File: src/hdl/cdw_pkg.sv
// Types, constants and the segment table for the clock-digit display writer.
// No dependencies.
package cdw_pkg;

  localparam int unsigned DIGITS = 4;
  localparam int unsigned FRAME_COUNT = 6;

  typedef logic [3:0] digit_t;

  localparam logic [7:0] CMD_DATA = 8'h44;
  localparam logic [7:0] CMD_DISP = 8'h88;
  localparam logic [7:0] ADDR_BASE = 8'hC0;
  localparam logic [7:0] POINT_BIT = 8'h80;

  localparam logic REG_BRIGHTNESS = 1'b0;
  localparam logic REG_TICKS = 1'b1;

  localparam logic OP_TICK = 1'b0;
  localparam logic OP_SHOW = 1'b1;

  function automatic logic [7:0] seg_of(input digit_t d);
    logic [7:0] s;
    case (d)
      4'd0: s = 8'h3f;
      4'd1: s = 8'h06;
      4'd2: s = 8'h5b;
      4'd3: s = 8'h4f;
      4'd4: s = 8'h66;
      4'd5: s = 8'h6d;
      4'd6: s = 8'h7d;
      4'd7: s = 8'h07;
      4'd8: s = 8'h7f;
      default: s = 8'h6f;
    endcase
    return s;
  endfunction

endpackage

File: src/hdl/cdw_bcd.sv
// Clamps a signed value to at most 99 (to 0 when clear_i is set) and splits it into tens and ones digits.
// Depends on cdw_pkg.
module cdw_bcd import cdw_pkg::*; (
  input  logic signed [7:0] value_i,
  input  logic              clear_i,
  output digit_t            tens_o,
  output digit_t            ones_o
);

  logic [6:0]  sat;
  logic [14:0] prod;
  logic [6:0]  tens_x10;

  always_comb begin
    if (clear_i) begin
      sat = 7'd0;
    end else if (value_i > 8'sd99) begin
      sat = 7'd99;
    end else begin
      sat = value_i[6:0];
    end
    // divide by ten: multiply by 205 / 2048, exact for 0..99
    prod = 15'(sat) * 15'd205;
    tens_o = prod[14:11];
    tens_x10 = {3'b000, tens_o} * 7'd10;
    ones_o = 4'(sat - tens_x10);
  end

endmodule

File: src/hdl/clock_digits_two_wire_display_writer_top.sv
// Top level of the clock-digit display writer: show/tick sequencer and result register.
// Depends on cdw_pkg and cdw_bcd.
//
// Input channel (in_valid_i / in_ready_o): each transfer is either a tick
// (opcode 0) or a show request (opcode 1) carrying hours, minutes and dp_on.
// A show request taken while idle latches the digits and starts six framed
// writes on the two-wire link; one taken while busy is dropped (accepted 0).
// Ticks step the pin sequence by one phase every ticks_per_phase ticks; in
// the acknowledge wait, a tick with dio_in low moves on.
// Output channel (out_valid_o / out_ready_i): exactly one result per input
// transfer, the pin levels and status after that item.
// The result is registered: it is valid the cycle after its input transfer.
// Throughput: one item per cycle while results are read; the sequencer state
// updates in the cycle of the transfer and the result register frees as it is read.
// A stalled receiver holds the result; input is taken only when the result
// register is empty or being read in the same cycle.
// Reset: idle, both lines high, brightness 2, ticks_per_phase 1.
// Configuration writes via cfg_we_i take effect at once; write only with no
// transfer in flight. Brightness is read as the last command byte goes out.
module clock_digits_two_wire_display_writer_top import cdw_pkg::*; (
  input  logic              clk_i,
  input  logic              rst_ni,
  input  logic              cfg_we_i,
  input  logic              cfg_idx_i,
  input  logic [15:0]       cfg_wdata_i,
  input  logic              in_valid_i,
  output logic              in_ready_o,
  input  logic              opcode_i,
  input  logic signed [7:0] hours_i,
  input  logic signed [7:0] minutes_i,
  input  logic              dp_on_i,
  input  logic              dio_in_i,
  output logic              out_valid_o,
  input  logic              out_ready_i,
  output logic              clk_out_o,
  output logic              dio_out_o,
  output logic              busy_res_o,
  output logic              accepted_o,
  output logic              done_res_o
);

  typedef enum logic [2:0] {
    PART_START = 3'd0,
    PART_BITS  = 3'd1,
    PART_ACK   = 3'd2,
    PART_WAIT  = 3'd3,
    PART_STOP  = 3'd4
  } part_e;

  logic [2:0]  bright_q;
  logic [15:0] tpp_q;

  digit_t      digit_q [DIGITS];
  digit_t      digit_d [DIGITS];
  logic        point_q, point_d;
  logic        active_q, active_d;
  logic [2:0]  frame_q, frame_d;
  logic        byte_q, byte_d;
  logic [2:0]  bit_q, bit_d;
  part_e       part_q, part_d;
  logic [1:0]  step_q, step_d;
  logic [15:0] timer_q, timer_d;
  logic        clk_lvl_q, clk_lvl_d;
  logic        dio_lvl_q, dio_lvl_d;

  logic        out_valid_q;
  logic        acc_q, acc_d;
  logic        done_q, done_d;

  logic        take;
  logic        clear_vals;
  digit_t      h_tens, h_ones, m_tens, m_ones;
  logic [15:0] limit;
  logic [16:0] timer_inc;
  logic [1:0]  pos;
  logic [7:0]  cur_byte;
  logic [7:0]  seg_byte;

  assign in_ready_o = !out_valid_q || out_ready_i;
  assign take = in_valid_i && in_ready_o;
  assign clear_vals = hours_i[7] || minutes_i[7];

  cdw_bcd u_bcd_hours (
    .value_i (hours_i),
    .clear_i (clear_vals),
    .tens_o  (h_tens),
    .ones_o  (h_ones)
  );

  cdw_bcd u_bcd_minutes (
    .value_i (minutes_i),
    .clear_i (clear_vals),
    .tens_o  (m_tens),
    .ones_o  (m_ones)
  );

  assign limit = (tpp_q == 16'd0) ? 16'd1 : tpp_q;
  assign timer_inc = {1'b0, timer_q} + 17'd1;
  assign pos = 2'(frame_q - 3'd1);

  always_comb begin
    seg_byte = seg_of(digit_q[pos]);
    if (pos == 2'd1 && point_q) begin
      seg_byte = seg_byte | POINT_BIT;
    end
    if (frame_q == 3'd0) begin
      cur_byte = CMD_DATA;
    end else if (frame_q >= 3'd5) begin
      cur_byte = CMD_DISP | {5'b00000, bright_q};
    end else if (!byte_q) begin
      cur_byte = ADDR_BASE + {6'b000000, pos};
    end else begin
      cur_byte = seg_byte;
    end
  end

  always_comb begin
    digit_d = digit_q;
    point_d = point_q;
    active_d = active_q;
    frame_d = frame_q;
    byte_d = byte_q;
    bit_d = bit_q;
    part_d = part_q;
    step_d = step_q;
    timer_d = timer_q;
    clk_lvl_d = clk_lvl_q;
    dio_lvl_d = dio_lvl_q;
    acc_d = 1'b0;
    done_d = 1'b0;

    if (take && opcode_i == OP_SHOW) begin
      if (!active_q) begin
        digit_d[0] = h_tens;
        digit_d[1] = h_ones;
        digit_d[2] = m_tens;
        digit_d[3] = m_ones;
        point_d = dp_on_i;
        active_d = 1'b1;
        frame_d = 3'd0;
        byte_d = 1'b0;
        bit_d = 3'd0;
        part_d = PART_START;
        step_d = 2'd0;
        timer_d = 16'd0;
        acc_d = 1'b1;
      end
    end else if (take && active_q) begin
      if (part_q == PART_WAIT) begin
        if (!dio_in_i) begin
          step_d = 2'd0;
          timer_d = 16'd0;
          if (!byte_q && frame_q >= 3'd1 && frame_q <= 3'd4) begin
            byte_d = 1'b1;
            bit_d = 3'd0;
            part_d = PART_BITS;
          end else begin
            part_d = PART_STOP;
          end
        end
      end else begin
        // pin action on the first tick of a phase
        if (timer_q == 16'd0) begin
          case (part_q)
            PART_START: begin
              if (step_q == 2'd0) begin
                clk_lvl_d = 1'b1;
                dio_lvl_d = 1'b1;
              end else if (step_q == 2'd1) begin
                dio_lvl_d = 1'b0;
              end else begin
                clk_lvl_d = 1'b0;
              end
            end
            PART_BITS: begin
              if (step_q == 2'd0) begin
                clk_lvl_d = 1'b0;
              end else if (step_q == 2'd1) begin
                dio_lvl_d = cur_byte[bit_q];
              end else begin
                clk_lvl_d = 1'b1;
              end
            end
            PART_ACK: begin
              if (step_q == 2'd0) begin
                clk_lvl_d = 1'b0;
              end else if (step_q == 2'd1) begin
                dio_lvl_d = 1'b1;
              end else begin
                clk_lvl_d = 1'b1;
              end
            end
            default: begin
              if (step_q == 2'd0) begin
                clk_lvl_d = 1'b0;
              end else if (step_q == 2'd1) begin
                dio_lvl_d = 1'b0;
              end else if (step_q == 2'd2) begin
                clk_lvl_d = 1'b1;
              end else begin
                dio_lvl_d = 1'b1;
              end
            end
          endcase
        end

        if (timer_inc >= {1'b0, limit}) begin
          timer_d = 16'd0;
          case (part_q)
            PART_START: begin
              if (step_q < 2'd2) begin
                step_d = step_q + 2'd1;
              end else begin
                step_d = 2'd0;
                bit_d = 3'd0;
                part_d = PART_BITS;
              end
            end
            PART_BITS: begin
              if (step_q < 2'd2) begin
                step_d = step_q + 2'd1;
              end else begin
                step_d = 2'd0;
                if (bit_q == 3'd7) begin
                  bit_d = 3'd0;
                  part_d = PART_ACK;
                end else begin
                  bit_d = bit_q + 3'd1;
                end
              end
            end
            PART_ACK: begin
              if (step_q < 2'd2) begin
                step_d = step_q + 2'd1;
              end else begin
                step_d = 2'd0;
                part_d = PART_WAIT;
              end
            end
            default: begin
              if (step_q < 2'd3) begin
                step_d = step_q + 2'd1;
              end else begin
                step_d = 2'd0;
                byte_d = 1'b0;
                bit_d = 3'd0;
                part_d = PART_START;
                if (frame_q >= 3'(FRAME_COUNT - 1)) begin
                  frame_d = 3'd0;
                  active_d = 1'b0;
                  done_d = 1'b1;
                end else begin
                  frame_d = frame_q + 3'd1;
                end
              end
            end
          endcase
        end else begin
          timer_d = timer_inc[15:0];
        end
      end
    end
  end

  always_ff @(posedge clk_i or negedge rst_ni) begin
    if (!rst_ni) begin
      bright_q <= 3'd2;
      tpp_q <= 16'd1;
    end else if (cfg_we_i) begin
      case (cfg_idx_i)
        REG_BRIGHTNESS: bright_q <= cfg_wdata_i[2:0];
        REG_TICKS:      tpp_q <= cfg_wdata_i;
        default:        tpp_q <= tpp_q;
      endcase
    end
  end

  always_ff @(posedge clk_i or negedge rst_ni) begin
    if (!rst_ni) begin
      for (int i = 0; i < DIGITS; i++) begin
        digit_q[i] <= '0;
      end
      point_q <= 1'b0;
      active_q <= 1'b0;
      frame_q <= 3'd0;
      byte_q <= 1'b0;
      bit_q <= 3'd0;
      part_q <= PART_START;
      step_q <= 2'd0;
      timer_q <= 16'd0;
      clk_lvl_q <= 1'b1;
      dio_lvl_q <= 1'b1;
    end else begin
      digit_q <= digit_d;
      point_q <= point_d;
      active_q <= active_d;
      frame_q <= frame_d;
      byte_q <= byte_d;
      bit_q <= bit_d;
      part_q <= part_d;
      step_q <= step_d;
      timer_q <= timer_d;
      clk_lvl_q <= clk_lvl_d;
      dio_lvl_q <= dio_lvl_d;
    end
  end

  // result register
  always_ff @(posedge clk_i or negedge rst_ni) begin
    if (!rst_ni) begin
      out_valid_q <= 1'b0;
    end else if (take) begin
      out_valid_q <= 1'b1;
    end else if (out_ready_i) begin
      out_valid_q <= 1'b0;
    end
  end

  always_ff @(posedge clk_i) begin
    if (take) begin
      acc_q <= acc_d;
      done_q <= done_d;
    end
  end

  logic clk_res_q, dio_res_q, busy_q;

  always_ff @(posedge clk_i) begin
    if (take) begin
      clk_res_q <= clk_lvl_d;
      dio_res_q <= dio_lvl_d;
      busy_q <= active_d;
    end
  end

  assign out_valid_o = out_valid_q;
  assign clk_out_o = clk_res_q;
  assign dio_out_o = dio_res_q;
  assign busy_res_o = busy_q;
  assign accepted_o = acc_q;
  assign done_res_o = done_q;

endmodule

File: config.mk
export PLATFORM = sky130hd
export DESIGN_NAME = clock_digits_two_wire_display_writer_top
export DESIGN_NICKNAME = d
export VERILOG_FILES = /design/src/hdl/cdw_pkg.sv /design/src/hdl/cdw_bcd.sv /design/src/hdl/clock_digits_two_wire_display_writer_top.sv
export SDC_FILE = /design/constraint.sdc
export NUM_CORES = 1
export LEC_CHECK = 0
export BUFFER_PORTS_ARGS = -buffer_cell sky130_fd_sc_hd__buf_2
export CAP_MARGIN = 20
export CORE_MARGIN = 1.5
export CORE_UTILIZATION = 50
export CTS_BUF_LIST = sky130_fd_sc_hd__clkbuf_4
export CTS_CLUSTER_SIZE = 16
export DETAILED_ROUTE_END_ITERATION = 12
export GPL_TIMING_DRIVEN = 0
export PLACE_DENSITY = 0.65
export SYNTH_ARGS = -nofsm -noshare
export SYNTH_HDL_FRONTEND = slang
export SYNTH_SLANG_ARGS = --single-unit
File: constraint.sdc
create_clock -name clk_i -period 7.08 [get_ports clk_i]
set_clock_uncertainty 0.15 [all_clocks]
set_input_delay 0.354 -clock clk_i [delete_from_list [all_inputs] [get_ports clk_i]]
set_output_delay 0.354 -clock clk_i [all_outputs]
set_load 0.03 [all_outputs]
Word-level counts from Yosys, hierarchy flattened
Memories as Yosys holds them, arrays and structs flattened.
Cells that the tools add are included.

storage, ports and cells
  flip-flop bits (word level) = 73
  bits in read-only memories = 112
  bits of input ports = 41
  word-level logic and storage cells = 208
  memories = 1

cells by class
  add/subtract/negate cells = 8
  multipliers = 4
  order comparisons = 10
  equal/unequal tests = 22
  muxes and demuxes = 105
  bitwise operators = 5
  reductions and logical operators = 31

memories
  memory            words  width  rd ports  clocked after Yosys merged registers in  write ports  line           RTL
  (name not given)  16     7      1         0                                        0            cdw_pkg.sv:23  case (d)

operator list
  kind                                                                   count
  16-bit two-way mux                                                     7
  3-bit two-way mux                                                      28
  1-bit two-way mux                                                      45
  16-bit logical NOT                                                     2
  8-bit two-way mux                                                      4
  7-bit by 8-bit multiplier with 15-bit output, second input constant    2
  7-bit two-way mux                                                      4
  2-bit two-way mux                                                      9
  3-bit case mux with 3 select lines                                     2
  9-bit AND reduction                                                    2
  16-bit by 1-bit adder with 17-bit output, second input constant        1
  17-bit by 16-bit greater-or-equal comparator with 1-bit output         1
  8-bit greater-than comparator, second input constant                   2
  4-bit inequality test, second input constant                           4
  3-bit inequality test, second input constant                           3
  7-bit by 3-bit adder with 8-bit output, first input constant           1
  4-bit binary-select mux with 2-bit select                              1
  4-bit by 3-bit multiplier with 3-bit output, second input constant     2
  4-bit two-way mux                                                      2
  8-bit OR reduction                                                     1
  4-bit subtractor                                                       2
  7-bit AND reduction                                                    1
  3-bit by 1-bit adder with 3-bit output, second input constant          2
  3-bit by 2-bit equality test with 1-bit output, second input constant  2
  other kinds (35)                                                       55

Longest topological paths before layout
Gate-level depths: netlist (run 1).
An unclocked memory read counts as a cell.

  word-level depth = 19
  mapped depth = 24
  gate-level depth less buffers = 23

Cells and area by module
Synthesis (run 1) repeated with hierarchy kept, for this count alone.

second synthesis, totals
  cell total of the unflattened synthesis = 713
  area total of the unflattened synthesis = 6,577.6 sq um

by module, submodules not included
  module                                    instances  cells an instance  area an instance (sq um)
  clock_digits_two_wire_display_writer_top  1          476                4,491.8
  cdw_bcd at u_bcd_minutes                  1          121                1,044.8
  cdw_bcd at u_bcd_hours                    1          116                1,041.0

Worst setup path before layout (run 1)
Ideal clock, no wire load.

  path type = input to register
  from = input port hours_i[7]
  to = register digit_q[11] in the netlist's numbering
  arrival time = 4.822 ns
  slack = 1.977 ns
  stages = 22
  path through = nor2_1 -> clkbuf_1 -> and2_1 -> ha_1 -> ha_1 -> fa_1 -> inv_1 -> fa_1 -> inv_1 -> ha_1 -> a311o_1 -> a31o_1 -> a21boi_1 -> xnor2_1 -> ha_1 -> inv_1 -> fa_1 -> xnor2_1 -> xnor2_1 -> xor2_1 -> xnor2_1 -> o21ai_1

between the ends
  longest elaborated chain between the ends = 6
  elaborated cells between the ends (all ways) = 7
  those cells by class = add/sub (1); mul (2); order compare (1); mux (2); reduce/logical (1)

ends and longest elaborated chain
  item                                            line                                             RTL
  start, declared                                 clock_digits_two_wire_display_writer_top.sv:29   input logic signed [7:0] hours_i,
  8-bit greater-than comparator                   cdw_bcd.sv:17                                    end else if (value_i > 8'sd99) begin
  7-bit two-way mux                               cdw_bcd.sv:17
  7-bit two-way mux *                             cdw_bcd.sv:15                                    if (clear_i) begin
  7-bit by 8-bit multiplier with 15-bit output *  cdw_bcd.sv:23                                    prod = 15'(sat) * 15'd205;
  net h_tens[0]                                   clock_digits_two_wire_display_writer_top.sv:72   digit_t h_tens, h_ones, m_tens, m_ones;
  4-bit by 3-bit multiplier with 3-bit output *   cdw_bcd.sv:25                                    tens_x10 = {3'b000, tens_o} * 7'd10;
  4-bit subtractor *                              cdw_bcd.sv:26                                    ones_o = 4'(sat - tens_x10);
  end signal, assigned                            clock_digits_two_wire_display_writer_top.sv:294  digit_q <= digit_d;
  end, declared                                   clock_digits_two_wire_display_writer_top.sv:53   digit_t digit_q [DIGITS];

The timed path passes the listed nets; every way through them passes the cells marked *.
A chain may end at the register's enable or synchronous reset.

Worst setup path after layout (run 1)
Ends and elaborated chain as after synthesis.

==> results of run 1 <==
## through the flow
stage	cells	hold slack, ns	util (%)
6_report	931	0.04541	57.55
5_1_grt	931	0.01564	57.55
4_1_cts	929	0.004362	57.39
3_5_place_dp	898	0.3114	54.76
3_3_place_gp	898	0.3092	54.74
2_1_floorplan	679	-0.09159	-
## layer usage
metal	global-route usage [%]	share of wire (%)	up-vias
met4	7.952	2.3	0
met1	28.59	45	2395
met5	0	0	-
met3	3.217	3.3	28
li1	-	-	2542
met2	37.29	49	106
## power by group
part	switching [mW]	total (mW)	internal [mW]
registers	0.0541	0.547	0.492
clock network	0.154	0.335	0.181
logic	0.313	0.545	0.232
total	0.520	1.43	0.906
## worst min-delay path, stage by stage
cell and delay [ns]:
sky130_fd_sc_hd__buf_2 0.07, sky130_fd_sc_hd__nand2b_4 0.12, sky130_fd_sc_hd__nand2b_1 0.05
## sequential cells by signal, indices dropped and copies added (netlist names)
signal and cells:
dio_lvl_q 1, active_q 1, point_q 1, frame_q 3, tpp_q 16, bright_q 3
part_q 3, out_valid_o 1, accepted_o 1, busy_res_o 1, digit_q 16, timer_q 16
clk_out_o 1, done_res_o 1, dio_out_o 1, step_q 2, bit_q 3, byte_q 1
clk_lvl_q 1
## cells in the mapped netlist, types with 3 or more instances
library cell / instances / area (sq um)
sky130_fd_sc_hd__nor3_1: 14 / 70.07
sky130_fd_sc_hd__nand3_1: 13 / 65.06
sky130_fd_sc_hd__clkbuf_1: 15 / 56.30
sky130_fd_sc_hd__o21a_1: 7 / 52.55
sky130_fd_sc_hd__a21o_1: 3 / 22.52
sky130_fd_sc_hd__nor4_1: 10 / 62.56
sky130_fd_sc_hd__a21oi_1: 20 / 100.1
sky130_fd_sc_hd__edfxtp_1: 5 / 150.1
sky130_fd_sc_hd__and3_1: 13 / 81.33
sky130_fd_sc_hd__and2_2: 3 / 22.52
sky130_fd_sc_hd__dfrtp_1: 64 / 1602
sky130_fd_sc_hd__mux2_1: 3 / 33.78
sky130_fd_sc_hd__o211ai_1: 3 / 22.52
sky130_fd_sc_hd__and2_1: 9 / 56.30
sky130_fd_sc_hd__nand2b_1: 12 / 75.07
sky130_fd_sc_hd__fa_1: 18 / 360.4
sky130_fd_sc_hd__o21ai_1: 12 / 60.06
sky130_fd_sc_hd__inv_1: 77 / 289.0
sky130_fd_sc_hd__dfstp_2: 4 / 105.1
sky130_fd_sc_hd__mux2i_1: 3 / 30.03
sky130_fd_sc_hd__mux2_2: 20 / 225.2
sky130_fd_sc_hd__xor2_1: 11 / 96.34
sky130_fd_sc_hd__a22o_1: 13 / 113.9
sky130_fd_sc_hd__ha_1: 98 / 1226
sky130_fd_sc_hd__nand4_1: 8 / 50.05
sky130_fd_sc_hd__nor2b_1: 9 / 56.30
sky130_fd_sc_hd__nor2_1: 31 / 116.4
sky130_fd_sc_hd__nand2_1: 67 / 251.5
sky130_fd_sc_hd__a2111oi_0: 4 / 35.03
sky130_fd_sc_hd__o21ai_0: 25 / 125.1
sky130_fd_sc_hd__xnor2_1: 18 / 157.7
sky130_fd_sc_hd__mux4_2: 4 / 90.09
## cell type report
type	count	area [sq um]	area share [%]
tap	172	215.2	2.963
inverter	78	292.8	4.032
timing repair buffer	64	407.9	5.617
clock inverter	6	106.4	1.465
multi-input combinational	508	4219	58.10
clock buffer	10	75.07	1.034
buffer	20	88.84	1.223
sequential	73	1857	25.57
## logic make-up (layout without fill, tap and decap cells)
kind of cell	after synthesis	after routing	synth area share (%)
xor gates and xnor gates	31	31	4.437
adders and majority gates	116	116	24.57
DFF	73	73	28.75
and+or+nand+nor	204	204	16.16
buffers and inverters	98	178	5.910
muxes	30	30	5.871
AOI/OAI and AO/OA	127	127	14.30
## how the worst max path moves through the flow
stage                     from           to  cells after the start
CTS                 hours_i[7]  digit_q[11]                     23
global placement    hours_i[7]  digit_q[11]                     23
floorplan           hours_i[7]  digit_q[11]                     22
detailed placement  hours_i[7]  digit_q[11]                     23
finish              hours_i[7]  digit_q[11]                     23
global route        hours_i[7]  digit_q[11]                     23
==> impl_metrics.tcl, run 1 <==
set metrics [dict create \
    status "complete, no violations" \
    design.final.nets 911 \
    critical_path_buf_inv_count 5 \
    post-route-min-period_ns 5.334 \
    grt.overflow.total 0 \
    syn_to_final_growth_pct 12.46 \
    synth_enable_flop_cells 5 \
    dp_hpwl_microns 10790 \
    antenna-diode-count 0 \
    worst_slew_pin_slew_ns 0.8643 \
    critPathMaxFanout 10 \
    criticalPathCategory "primary input to register" \
    drt.antenna.violating_nets 0 \
    final_layout_size_suffix_gt1_share_pct 15.81 \
    initial_core_util_pct 51.17 \
    ios 48 \
    max_slew_margin_pct 42.38 \
    p_total_mw 1.426 \
    min_path_cells 3 \
    reg2reg_setup_slack_ns 2.84 \
    final_design_area_no_fill_sq_mm 0.007262 \
    design.core.area_sq_mm 0.01262 \
    finalMaxSlewViolations 0 \
    flip_flop_and_latch_count_after_synthesis 73 \
    final_cycle_share_pct 75.33 \
    drt-pass1-iter-count 5 \
    post_synth.cell_area_avg_sq_um 9.510 \
    drt_iter0_drc 379 \
    dp_slack_ns 1.272 \
    hold_path_end "out_valid_o" \
    clock_path_buffers 2 \
    largest_net_degree_at_the_start_of_global_routing 69 \
    post-route-drc-count 0 \
    yosysWarnings 0 \
    post_synth_net_total 836 \
    cts_num_sinks 73 \
    ys_async_sr_fraction_pct 93.15 \
    fmaxAchievable_mhz 187.5 \
    cts.clk_slew.worst_paths_ns 0.12 \
    maximum_vdd_ir_drop_uv 83.34 \
    cp-end-kind "register" \
    antenna_found_initial 0 \
    floorplan.die.width_microns 116.6 \
    die_area_sq_mm 0.01361 \
    most-common-layout-cells "sky130_fd_sc_hd__ha_1 (98), sky130_fd_sc_hd__inv_1 (77), sky130_fd_sc_hd__nand2_1 (67)" \
    grt_pass1_vias 5098 \
    post-route-worst-setup-slack_ns 1.746 \
    crit-reg2reg-launch "timer_q[0]" \
    cts-root-buf "sky130_fd_sc_hd__clkbuf_4" \
    cts_max_level 3 \
    fp-row-count 41 \
    synth.cell_area_sq_mm 0.006457 \
    clock_tree_from_tritoncts "done" \
    critical_path_arrival_ns 5.49 \
    port_buffer_cells 47 \
    inserted_clock_buffers 9 \
    maxCapViolations 0 \
    largest_stage_delay_on_the_critical_path_ns 0.51 \
    hold_violations 0 \
    filler_cells 1119 \
    postPlaceCellArea_sq_mm 0.006910 \
    worstHoldStart "out_ready_i" \
    power_density_over_cell_area_mw_per_mm2 196.4 \
    postCtsHoldBufs 15 \
    setup_repair_after_global_routing_missed_its_margin "false" \
    worst_path_dominant_cell_family "adder cells" \
    slowest_stage "sky130_fd_sc_hd__fa_1" \
    vias 5071 \
    clkLatencyLatePin_ns 0.43 \
    ys_types 80 \
    worst_r2r_endpoint "bit_q[0]" \
    power.leakage_nw 3.679 \
    place.gp.congestion 0.8584 \
    post_cts_buffers 0 \
    grt_use_total_pct 21.94 \
    setup_viol_count_final 0 \
    cp_cell_sequence "buf_2 -> nor2_1 -> clkbuf_1 -> and2_1 -> ha_1 -> ha_1 -> fa_1 -> inv_1 -> fa_1 -> inv_1 -> ha_1 -> a311o_1 -> a31o_1 -> a21boi_1 -> xnor2_1 -> ha_1 -> inv_1 -> fa_1 -> xnor2_1 -> xnor2_1 -> xor2_1 -> xnor2_1 -> o21ai_1" \
    ys.flop_type "sky130_fd_sc_hd__dfrtp_1" \
    route.detailed.vias_per_inst 5.447 \
    post_synth_inst_count 679 \
    cts.repair.resized 0 \
    timing.critical_path.required_ns 7.24 \
    cp-start-kind "primary input" \
    grt_pass1_wl_microns 23660 \
    r2r_cell_count 15 \
    detail_route.wirelength_microns 13800 \
    path_class_of_the_lowest_slack_min_delay_path "primary input to register" \
    timing.setup.tns_ns 0 \
    layout_commonest_cell "sky130_fd_sc_hd__ha_1" \
    wl_per_cell_microns 14.82 \
    die_height_microns 116.6 \
    synth-seq-area-share_pct 28.75 \
]
Power figures use the tool's default switching activity.
==> run 2: changes to the inputs <==
--- a/config.mk
+++ b/config.mk
@@ -13,7 +13,7 @@
 export CTS_CLUSTER_SIZE = 16
 export DETAILED_ROUTE_END_ITERATION = 12
 export GPL_TIMING_DRIVEN = 0
-export PLACE_DENSITY = 0.65
+export PLACE_DENSITY = 0.68
 export SYNTH_ARGS = -nofsm -noshare
 export SYNTH_HDL_FRONTEND = slang
 export SYNTH_SLANG_ARGS = --single-unit
==> constraint.sdc (replaced) <==
create_clock -name clk_i -period 4.4 [get_ports clk_i]
set_clock_uncertainty 0.15 [all_clocks]
set_input_delay 0.22 -clock clk_i [delete_from_list [all_inputs] [get_ports clk_i]]
set_output_delay 0.22 -clock clk_i [all_outputs]
set_load 0.03 [all_outputs]
==> run 2 against run 1 <==
Compared with the run above:
- the run now ends with negative setup slack left
- sequential power grew 61%
- critical path type unchanged
- cell count increased by 1.3%
- count of clock-buffer cells in the layout did not move
- register-to-register slack lost 2.6 ns
- clock power up 31%
- wire length grew 1.8%
- design area increased by 4.3%
==> impl_metrics.tcl, run 2 (same netlist as run 1, synthesis figures left out) <==
set metrics [dict create \
    worst_slew_pin_slew_ns 0.9061 \
    max_slew_margin_pct 38.96 \
    port_buffer_cells 47 \
    cts_max_level 3 \
    most-common-layout-cells "sky130_fd_sc_hd__ha_1 (85), sky130_fd_sc_hd__inv_1 (72), sky130_fd_sc_hd__nand2_1 (67)" \
    grt_pass1_vias 5171 \
    largest_net_degree_at_the_start_of_global_routing 69 \
    drt-pass1-iter-count 4 \
    clkLatencyLatePin_ns 0.43 \
    timing.critical_path.required_ns 4.56 \
    fmaxAchievable_mhz 216.6 \
    design.core.area_sq_mm 0.01262 \
    antenna-diode-count 0 \
    post-route-drc-count 0 \
    fp-row-count 41 \
    reg2reg_setup_slack_ns 0.24 \
    vias 5091 \
    route.detailed.vias_per_inst 5.399 \
    grt.overflow.total 0 \
    cts.clk_slew.worst_paths_ns 0.13 \
    post-route-min-period_ns 4.616 \
    detail_route.wirelength_microns 14050 \
    initial_core_util_pct 51.17 \
    cts-root-buf "sky130_fd_sc_hd__clkbuf_4" \
    floorplan.die.width_microns 116.6 \
    clock_tree_from_tritoncts "done" \
    drt_iter0_drc 318 \
    syn_to_final_growth_pct 17.26 \
    post-route-worst-setup-slack_ns -0.2161 \
    layout_commonest_cell "sky130_fd_sc_hd__ha_1" \
    clock_path_buffers 2 \
    status "finished, violations left" \
    dp_slack_ns -0.7889 \
    antenna_found_initial 0 \
    die_height_microns 116.6 \
    maximum_vdd_ir_drop_uv 127.6 \
    filler_cells 1122 \
    ios 48 \
    finalMaxSlewViolations 0 \
    hold_violations 0 \
    critical_path_arrival_ns 4.78 \
    drt.antenna.violating_nets 0 \
    cp-start-kind "primary input" \
    place.gp.congestion 0.9109 \
    final_design_area_no_fill_sq_mm 0.007572 \
    cp-end-kind "register" \
    place.detailed.instances 898 \
    final_cycle_share_pct 104.9 \
    power.leakage_nw 3.738 \
    grt_use_total_pct 22.33 \
    grt_pass1_wl_microns 23940 \
    final-instance-count-excl-fill 943 \
    final_layout_size_suffix_gt1_share_pct 22.05 \
    top_regs "digit_q: 16 flops, timer_q: 16 flops, tpp_q: 16 flops" \
    path_class_of_the_lowest_slack_min_delay_path "primary input to register" \
    criticalPathCategory "primary input to register" \
    die_area_sq_mm 0.01361 \
    power_density_over_cell_area_mw_per_mm2 295.7 \
    critPathMaxFanout 6 \
    inserted_clock_buffers 9 \
    cts_num_sinks 73 \
    dp_hpwl_microns 10730 \
    maxCapViolations 0 \
    violations_in_the_final_reports "negative setup slack" \
    p_total_mw 2.239 \
    design.final.nets 923 \
    setup_viol_count_final 2 \
    wl_per_cell_microns 14.90 \
    postPlaceCellArea_sq_mm 0.007078 \
    setup_repair_after_global_routing_missed_its_margin "true" \
]
[run 2: final timing paths]
check | from | to | cells past startpoint
max in group asynchronous | rst_ni | timer_q[0] | 2
hold / removal | opcode_i | active_q | 3
setup / recovery | hours_i[6] | digit_q[11] | 22
hold reg to reg | digit_q[5] | digit_q[5] | 2
min in group asynchronous | rst_ni | step_q[0] | 2
setup reg to reg | timer_q[0] | bit_q[0] | 15
[run 2: worst max-delay path: stages]
cell and delay (ns):
sky130_fd_sc_hd__buf_8 0.11, sky130_fd_sc_hd__a211oi_4 0.32, sky130_fd_sc_hd__and2_4 0.21, sky130_fd_sc_hd__ha_4 0.20
sky130_fd_sc_hd__ha_4 0.23, sky130_fd_sc_hd__fa_1 0.50, sky130_fd_sc_hd__inv_2 0.04, sky130_fd_sc_hd__fa_1 0.50
sky130_fd_sc_hd__inv_1 0.05, sky130_fd_sc_hd__ha_2 0.18, sky130_fd_sc_hd__a311o_1 0.28, sky130_fd_sc_hd__a31o_1 0.23
sky130_fd_sc_hd__a21boi_2 0.23, sky130_fd_sc_hd__xnor2_2 0.15, sky130_fd_sc_hd__ha_2 0.19, sky130_fd_sc_hd__inv_2 0.03
sky130_fd_sc_hd__fa_2 0.34, sky130_fd_sc_hd__xnor2_2 0.17, sky130_fd_sc_hd__xnor2_1 0.15, sky130_fd_sc_hd__xor2_1 0.21
sky130_fd_sc_hd__xnor2_1 0.16, sky130_fd_sc_hd__o21ai_1 0.08
[run 2: area by class of cell]
cell class | count | area, sq um | share of cell area, %
buffer | 20 | 98.84 | 1.305
clock buffer | 10 | 75.07 | 0.9914
inverter | 78 | 292.8 | 3.866
sequential | 73 | 1858 | 24.54
clock inverter | 6 | 68.82 | 0.9088
multi-input combinational | 508 | 4433 | 58.54
timing repair buffer | 76 | 530.5 | 7.006
tap | 172 | 215.2 | 2.842
[run 2: power by group]
part | internal [mW] | switching (mW) | total (mW)
registers | 0.794 | 0.0892 | 0.883
logic | 0.400 | 0.519 | 0.919
clock network | 0.181 | 0.256 | 0.438
[run 2: metrics by stage]
stage	TNS, ns	util, %	hold slack (ns)
after floorplan	-0.5200	-	-0.2256
after global placement	-1.819	56.07	0.2711
after detailed placement	-1.989	56.09	0.2378
after CTS	-0.2861	59.94	0.009849
after global routing	-0.7397	60.00	0.04461
final	-0.3286	60.00	0.04603
[run 2: layer usage]
layer | global-route usage, % | share of wire [%] | vias up
li1 | - | - | 2565
met1 | 27.51 | 44 | 2407
met2 | 40.47 | 51 | 99
met3 | 2.128 | 2.5 | 20
met4 | 8.594 | 1.9 | 0
met5 | 0 | 0 | -
[run 2: repair_timing]
item,in CTS,in global routing
endpoints found under the hold margin,85,0
pin swaps,19,1
endpoints found under the setup margin,2,6
gates resized for setup,19,4
hold buffers,20,0
setup buffers,9,0
